`config.mk`:
```
export PLATFORM = sky130hd
export DESIGN_NAME = slt_cell
export DESIGN_NICKNAME = d
export VERILOG_FILES = /design/src/hw/rtl/slt_pkg.sv /design/src/hw/rtl/slt_cell.sv
export SDC_FILE = /design/constraint.sdc
export NUM_CORES = 1
export LEC_CHECK = 0
export BUFFER_PORTS_ARGS = -buffer_cell sky130_fd_sc_hd__buf_2
export CORE_ASPECT_RATIO = 2
export CORE_MARGIN = 10
export CORE_UTILIZATION = 50
export DETAILED_ROUTE_END_ITERATION = 16
export GPL_TIMING_DRIVEN = 1
export PLACE_DENSITY = 0.86
export SETUP_SLACK_MARGIN = 0.3
export SYNTH_ARGS = -nofsm -noshare
export SYNTH_HDL_FRONTEND = slang
export SYNTH_SLANG_ARGS = --single-unit
```
`constraint.sdc`:
```
create_clock -name clk_i -period 6.2 [get_ports clk_i]
set_input_delay 0.31 -clock clk_i [delete_from_list [all_inputs] [get_ports clk_i]]
set_output_delay 0.31 -clock clk_i [all_outputs]
set_load 0.01 [all_outputs]
```
`src/hw/rtl/slt_pkg.sv`:
```
package slt_pkg;

  localparam int DEPTH       = 64;
  localparam int VALUE_WIDTH = 32;
  localparam int IDX_W       = $clog2(DEPTH);
  localparam int CNT_W       = $clog2(DEPTH + 1);
  localparam int CMD_W       = 3;

  typedef logic signed [VALUE_WIDTH-1:0] value_t;

  typedef enum logic [CMD_W-1:0] {
    CMD_INSERT     = 3'd0,
    CMD_REMOVE_MIN = 3'd1,
    CMD_REMOVE_MAX = 3'd2,
    CMD_READ       = 3'd3,
    CMD_CLEAR      = 3'd4
  } cmd_e;

  // Broadcast control from the top level to every cell.
  typedef struct packed {
    logic   insert;     // insert transaction, table not full
    logic   shift_down; // remove-smallest transaction, table not empty
    value_t value;      // value being inserted
  } cell_ctl_t;

endpackage

```
`src/hw/rtl/slt_cell.sv`:
```
module slt_cell import slt_pkg::*; (
  input  logic      clk_i,
  input  cell_ctl_t ctl_i,
  input  logic      valid_i,        // this cell holds a live entry
  input  value_t    left_val_i,
  input  logic      left_beyond_i,  // left neighbor sits at or past the insert point
  input  value_t    right_val_i,
  output value_t    val_o,
  output logic      beyond_o
);

  value_t val_q, val_d;

  // Insert lands after equal values: strictly greater or empty moves right.
  assign beyond_o = !valid_i || (val_q > ctl_i.value);
  assign val_o    = val_q;

  always_comb begin
    val_d = val_q;
    if (ctl_i.insert && beyond_o) begin
      val_d = left_beyond_i ? left_val_i : ctl_i.value;
    end else if (ctl_i.shift_down) begin
      val_d = right_val_i;
    end
  end

  always_ff @(posedge clk_i) begin
    val_q <= val_d;
  end

endmodule

```
* After elaboration in Yosys (flattened, before gate mapping)
Index checks and enable logic that the tools add are counted. W data, S select, Z words.
Storage, ports and cells: register bits 32, input bits 101
Operators by class: order comparisons 1, mux-type cells 3, reductions and logical operators 4
Operators with widths (count):
- $mux W32 | 3
- $gt A32 B32 Y1 | 1
- $reduce_bool A2 Y1 | 1
- $logic_and A1 B1 Y1 | 1
- $logic_not A1 Y1 | 1
- $logic_or A1 B1 Y1 | 1

* Logic depth before layout (Yosys ltp)
Gate-level depths: netlist of run 1.
depth in word-level cells 4, mapped depth 10

* Worst setup path before layout of run 1
Ideal clock, no wire load.
kind reg-to-reg, start reg val_q[31] (netlist: val_o[31]), end reg val_q[0] (netlist: val_o[0]) (enable), setup time 0.330 ns, arrival time 2.879 ns, data required time 5.870 ns, slack 2.991 ns, cell stages (with the launch flop) 10, period minus slack after synthesis 3.209 ns, cell sequence edfxtp_1 > ha_1 > nand4_1 > or4_4 > nand2b_4 > and3_4 > a2bb2oi_2 > o311ai_4 > buf_6 > or2_2
Between the ends: longest elaborated chain between the ends 4
RTL lines:
- start, declared | RTL line slt_cell.sv:12 | value_t val_q, val_d;
- start signal, assigned | RTL line slt_cell.sv:28 | val_q <= val_d;
- $gt A32 B32 Y1 | RTL line slt_cell.sv:15 | assign beyond_o = !valid_i || (val_q > ctl_i.value);
- $logic_or A1 B1 Y1 | RTL line slt_cell.sv:15
- $logic_and A1 B1 Y1 | RTL line slt_cell.sv:20 | if (ctl_i.insert && beyond_o) begin
- $reduce_bool A2 Y1 (no source line)
Every way passes these cells. A chain may end at the register's enable or synchronous reset.

* Final worst setup path of run 1
start reg val_q[31] (netlist: val_o[31]), end reg val_q[17] (netlist: val_o[17]) (enable)
Same word-level chain as after synthesis.

==> results of run 1 <==
==> stage by stage <==
step / power, mW / area [um^2] / utilization (%) / hold slack [ns]
detailed placement: 0.710 / 3360 / 64.8 / 0.614
floorplan: 0.580 / 2680 / - / 0.528
global placement: 0.694 / 3360 / 64.8 / 0.612
finish: 0.856 / 3440 / 66.3 / 0.324
global route: 0.914 / 3440 / 66.3 / 0.320
CTS: 0.862 / 3440 / 66.3 / 0.313
==> logic make-up (layout without fill, tap and decap cells) <==
| family | after synthesis | after routing | synth area share, % |
|---|---|---|---|
| fa+ha+maj | 32 | 32 | 15.0 |
| flops | 32 | 32 | 35.9 |
| simple gates | 61 | 61 | 10.9 |
| mux | 33 | 33 | 18.0 |
| buf+inv | 45 | 176 | 7.20 |
| compound gates | 60 | 60 | 13.1 |
==> synthesized netlist by cell type <==
cell type	number
a21bo_2	1
a21o_1	1
a21oi_1	16
a221oi_1	1
a2bb2oi_2	1
and3_4	1
buf_2	1
buf_6	3
clkbuf_1	6
edfxtp_1	32
ha_1	32
inv_1	35
mux2_2	4
mux2_4	29
nand2_1	40
nand2b_4	1
nand3_1	3
nand4_1	8
nor2b_1	1
nor3_1	3
nor4_1	1
o211ai_1	2
o21a_1	1
o21ai_0	35
o21ai_1	1
o311ai_4	1
or2_2	1
or3_1	1
or4_4	1
==> layer usage <==
layer	up-vias	share of wire [%]
met5	-	0
li1	1198	-
met4	0	2.9
met1	1136	34
met2	89	57
met3	17	5.9
==> area by class of cell <==
type / instances / share of cell area (%)
multi-input cells: 186 / 44.3
clock inverters: 1 / 0.146
well taps: 58 / 2.11
clock buffers: 6 / 2.11
repair buffers: 134 / 19.6
flip-flops and latches: 32 / 27.9
inverters: 35 / 3.82
==> worst paths after layout <==
check / startpoint / endpoint / slack (ns)
min reg2reg: val_o[31] / val_o[6] / 1.29
max reg2reg: val_o[31] / val_o[17] / 2.74
max: val_o[31] / val_o[17] / 2.74
min: right_val_i[7] / val_o[7] / 0.32
==> power groups by stage <==
stage | Sequential (mW) | Clock (mW) | Combinational [mW]
2_1_floorplan | 0.352 | 0 | 0.228
3_3_place_gp | 0.332 | 0 | 0.363
3_5_place_dp | 0.334 | 0 | 0.375
4_1_cts | 0.330 | 0.156 | 0.376
5_1_grt | 0.336 | 0.164 | 0.414
6_report | 0.330 | 0.153 | 0.373
==> impl_metrics.ini, run 1 <==
[run_status]
outcome = finished, final reports clean

[setup_path]
cpPeakStageDelay_ns = 0.68
start_kind = register
worst-path-buf-inv = 0
r2r_cells = 8
crit_fanout = 32
required_ns = 6.13
path_delay_family = simple AND/OR/NAND/NOR gates
critPathArrivalTime_ns = 3.38
cp_cell_sequence = ha_1 -> nand4_1 -> or4_4 -> nand2b_4 -> and3_4 -> o21ai_1 -> o311ai_4 -> or2_2
crit_path_end_kind = register
crit_slowest_cell = or2_2
crit_type = register to register
cp_num_cells = 8

[hold_path]
hp-class = input pin to register
hold_depth = 2

[sta]
grt_setup_unrepaired = false
min_period_ns = 3.46
max_freq_ghz = 0.289
slew_violations = 0
tightest_slew_ns = 0.917
period_share_pct = 55.8
final_hold_viol_count = 0
final.setup.tns_ns = 0
clock_skew_ns = 0.00545
setup_viol = 0
slew_headroom_pct = 38.8
fin_ws_ns = 2.74

[clock_tree]
cts.sinks = 32
post_cts_buffers = 0
clk_path_buf_depth = 2
clk_latency_ns = 0.28
cts_buffers = 5
cts_tree = yes
clk_pin_slew_ns = 0.07
ctsHoldBuffers = 0
cts_root_buf = clkbuf_8
cts_resized = 0
cts-htree-levels = 2

[synth]
synth.top_cell.area_share_pct = 35.9
synth.cell_area_mm2 = 0.00268
syn-num-nets = 396
synth_area_leaders = edfxtp_1 (36%), mux2_4 (16%), ha_1 (15%), o21ai_0 (6.5%), nand2_1 (5.6%)
yosys.cell_types.count = 29
yosys.area.top_type = edfxtp_1
syn_inst = 263
syn_avg_cell_area_um2 = 10.2
synth_seq_cells = 32
seq_area_frac_synth_pct = 35.9
yosysWarnings = 0

[layout]
drive_above_1_share_pct = 45.7
final_cell_mix = buf_2 (133), nand2_1 (40), inv_1 (35), o21ai_0 (35)
multi_input_area_mm2 = 0.00152
syn_to_final_growth_pct = 28.5
fin_nets = 527
layout_commonest_cell = buf_2
largest_reg_flops = 32
num-fill-cells = 431
diodes = 0
seqCellArea_um2 = 961
finalNonFillerCells = 452

[run]
drv_cap = 0

[global_routing]
use_met3_pct = 4.17
grt_pass1_vias = 2702
grt_max_degree = 64
track_usage_pct = 17.5
antenna_found_initial = 0
gr-max-usage-layer = met2
grt_util_met2_pct = 34.6
grt_util_met1_pct = 15.9
grt_overflow = 0
grt_pass1_wl_mm = 12.5

[detailed_routing]
post_drt_wl_per_cell_um = 17.5
vias_per_cell = 5.40
drt_first_pass_iters = 4
route.vias.total = 2440
drc = 0
drt_iter0_markers = 102
drt-total-wl_mm = 7.92
antenna_left = 0

[power]
leakagePower_nw = 1.81
p_comb_share_pct = 43.5
switching_share_pct = 34.3
cellPowerDensity_mw_per_mm2 = 249
clockPowerShare_pct = 17.9
seq_power_share_pct = 38.6
p_switching_mw = 0.293
p_int_mw = 0.563
peakVddDrop_v = 0.000256

[die]
placementRows = 37
ios = 134
die_w_um = 71.7
core_area_mm2 = 0.00518
die_y_um = 123
dieArea_mm2 = 0.00886
start_util_pct = 51.6

[placed_design]
place_hpwl_mm = 6.60
dp_cells = 445
globalplace.congestion = 0.827
pre_cts_ws_ns = 2.70
port_buffers = 133
(Power assumes the default switching activity.)
==> inputs of run 2 (changes only) <==
--- a/config.mk
+++ b/config.mk
@@ -8,10 +8,10 @@
 export BUFFER_PORTS_ARGS = -buffer_cell sky130_fd_sc_hd__buf_2
 export CORE_ASPECT_RATIO = 2
 export CORE_MARGIN = 10
-export CORE_UTILIZATION = 50
+export CORE_UTILIZATION = 47
 export DETAILED_ROUTE_END_ITERATION = 16
 export GPL_TIMING_DRIVEN = 1
-export PLACE_DENSITY = 0.86
+export PLACE_DENSITY = 0.82
 export SETUP_SLACK_MARGIN = 0.3
 export SYNTH_ARGS = -nofsm -noshare
 export SYNTH_HDL_FRONTEND = slang
==> constraint.sdc (replaced) <==
create_clock -name clk_i -period 3.35 [get_ports clk_i]
set_input_delay 0.1675 -clock clk_i [delete_from_list [all_inputs] [get_ports clk_i]]
set_output_delay 0.1675 -clock clk_i [all_outputs]
set_load 0.01 [all_outputs]
==> run 2 against run 1 <==
Worst hold slack worse by 0.14 ns; clock power grew 83%; clock-buffer cell count up 1; core utilization is 0.71 points lower; via count is 0.33% lower; wire length increased by 2.5%; fmax is 17% higher; sequential share of layout area decreased by 1.2 points; cell count up 2.4%.
==> impl_metrics.ini, run 2 (same netlist as run 1, synthesis figures left out) <==
[global_routing]
grt_pass1_vias = 2706
antenna_found_initial = 1
track_usage_pct = 16.9
grt_pass1_wl_mm = 12.6
grt_overflow = 0
grt_max_degree = 39

[setup_path]
crit_type = register to register
critPathArrivalTime_ns = 2.98
start_kind = register
crit_path_end_kind = register
required_ns = 3.38
crit_fanout = 9

[sta]
max_freq_ghz = 0.339
fin_ws_ns = 0.399
tightest_slew_ns = 0.588
clock_skew_ns = 0.00480
setup_viol = 0
final_hold_viol_count = 0
slew_headroom_pct = 60.7
final.setup.tns_ns = 0
slew_violations = 0
period_share_pct = 88.1
min_period_ns = 2.95
whs_ns = 0.181
grt_setup_unrepaired = true

[placed_design]
place_hpwl_mm = 6.78
port_buffers = 133
pre_cts_ws_ns = 0.197
globalplace.congestion = 0.799

[clock_tree]
cts_tree = yes
cts.sinks = 32
cts_buffers = 5
ctsHoldBuffers = 0
cts_root_buf = clkbuf_8
clk_pin_slew_ns = 0.07
clk_path_buf_depth = 2
clk_latency_ns = 0.28
cts-htree-levels = 2

[layout]
layout_commonest_cell = buf_2
syn_to_final_growth_pct = 34.0
final_util_pct = 65.6
largest_reg_flops = 32
drive_above_1_share_pct = 47.0
final_cell_mix = buf_2 (133), nand2_1 (40), inv_1 (35), o21ai_0 (35), edfxtp_1 (32)
fin_nets = 534

[detailed_routing]
drc = 0
drt_iter0_markers = 108
wl_met3_um = 577
post_drt_wl_per_cell_um = 17.5
route.vias.total = 2432
m1WireLength_mm = 2.62
vias_per_cell = 5.25
antenna_left = 0
wl_met2_mm = 4.64
drt_first_pass_iters = 4
highest_layer = met4
drt-total-wl_mm = 8.12

[die]
core_area_mm2 = 0.00547
ios = 134
placementRows = 38
die_w_um = 73.4
start_util_pct = 48.9
dieArea_mm2 = 0.00930
die_y_um = 127

[power]
power_mw = 1.66
leakagePower_nw = 1.86
cellPowerDensity_mw_per_mm2 = 462
peakVddDrop_v = 0.000401

[hold_path]
hp-class = input pin to register

[run]
drv_cap = 0

[run_status]
outcome = finished, final reports clean
## run 2: layer usage
layer	up-vias	GRT usage (%)
li1	1218	-
met1	1109	15.3
met2	86	32.6
met3	19	4.92
met4	0	7.06
met5	-	0
## run 2: worst paths after layout
| kind | from | cells after the start | endpoint | slack [ns] |
|---|---|---|---|---|
| hold reg to reg | val_o[31] | 5 | val_o[29] | 1.32 |
| hold / removal | right_val_i[28] | 2 | val_o[28] | 0.18 |
| setup reg to reg | val_o[27] | 9 | val_o[2] | 0.40 |
| setup / recovery | val_o[27] | 9 | val_o[2] | 0.40 |
## run 2: timing repair
action,in CTS,in global routing
resized for setup,0,5
setup buffers,2,1
endpoints found under the setup margin,53,54
cloned,0,1
pin swaps,1,1
## run 2: stage by stage
stage,instances,cell area [um^2]
finish,463,3590
global route,463,3590
CTS,460,3510
detailed placement,450,3410
global placement,450,3410
floorplan,263,2680
## run 2: report_power, final
group,switching (mW),internal [mW],leakage [nW],total [mW]
registers,0.0465,0.559,0.327,0.606
clock network,0.136,0.144,0.0399,0.280
logic,0.376,0.394,1.50,0.770
## run 2: area by class of cell
cell class,instances,area [um^2]
sequential,32,961
fill,457,1880
multi-input combinational,186,1570
clock buffer,7,76.3
timing repair buffer,141,772
inverter,35,131
clock inverter,1,3.75
antenna,1,2.50
tap,60,75.1
## run 2: worst max-delay path, cell delays in order, from the launching register on
cell,delay [ns]
edfxtp_1,0.44
ha_4,0.31
nand4_1,0.15
or4_4,0.56
nand2b_4,0.16
and3_4,0.21
a2bb2oi_4,0.14
o311ai_4,0.21
buf_6,0.22
mux2_4,0.30
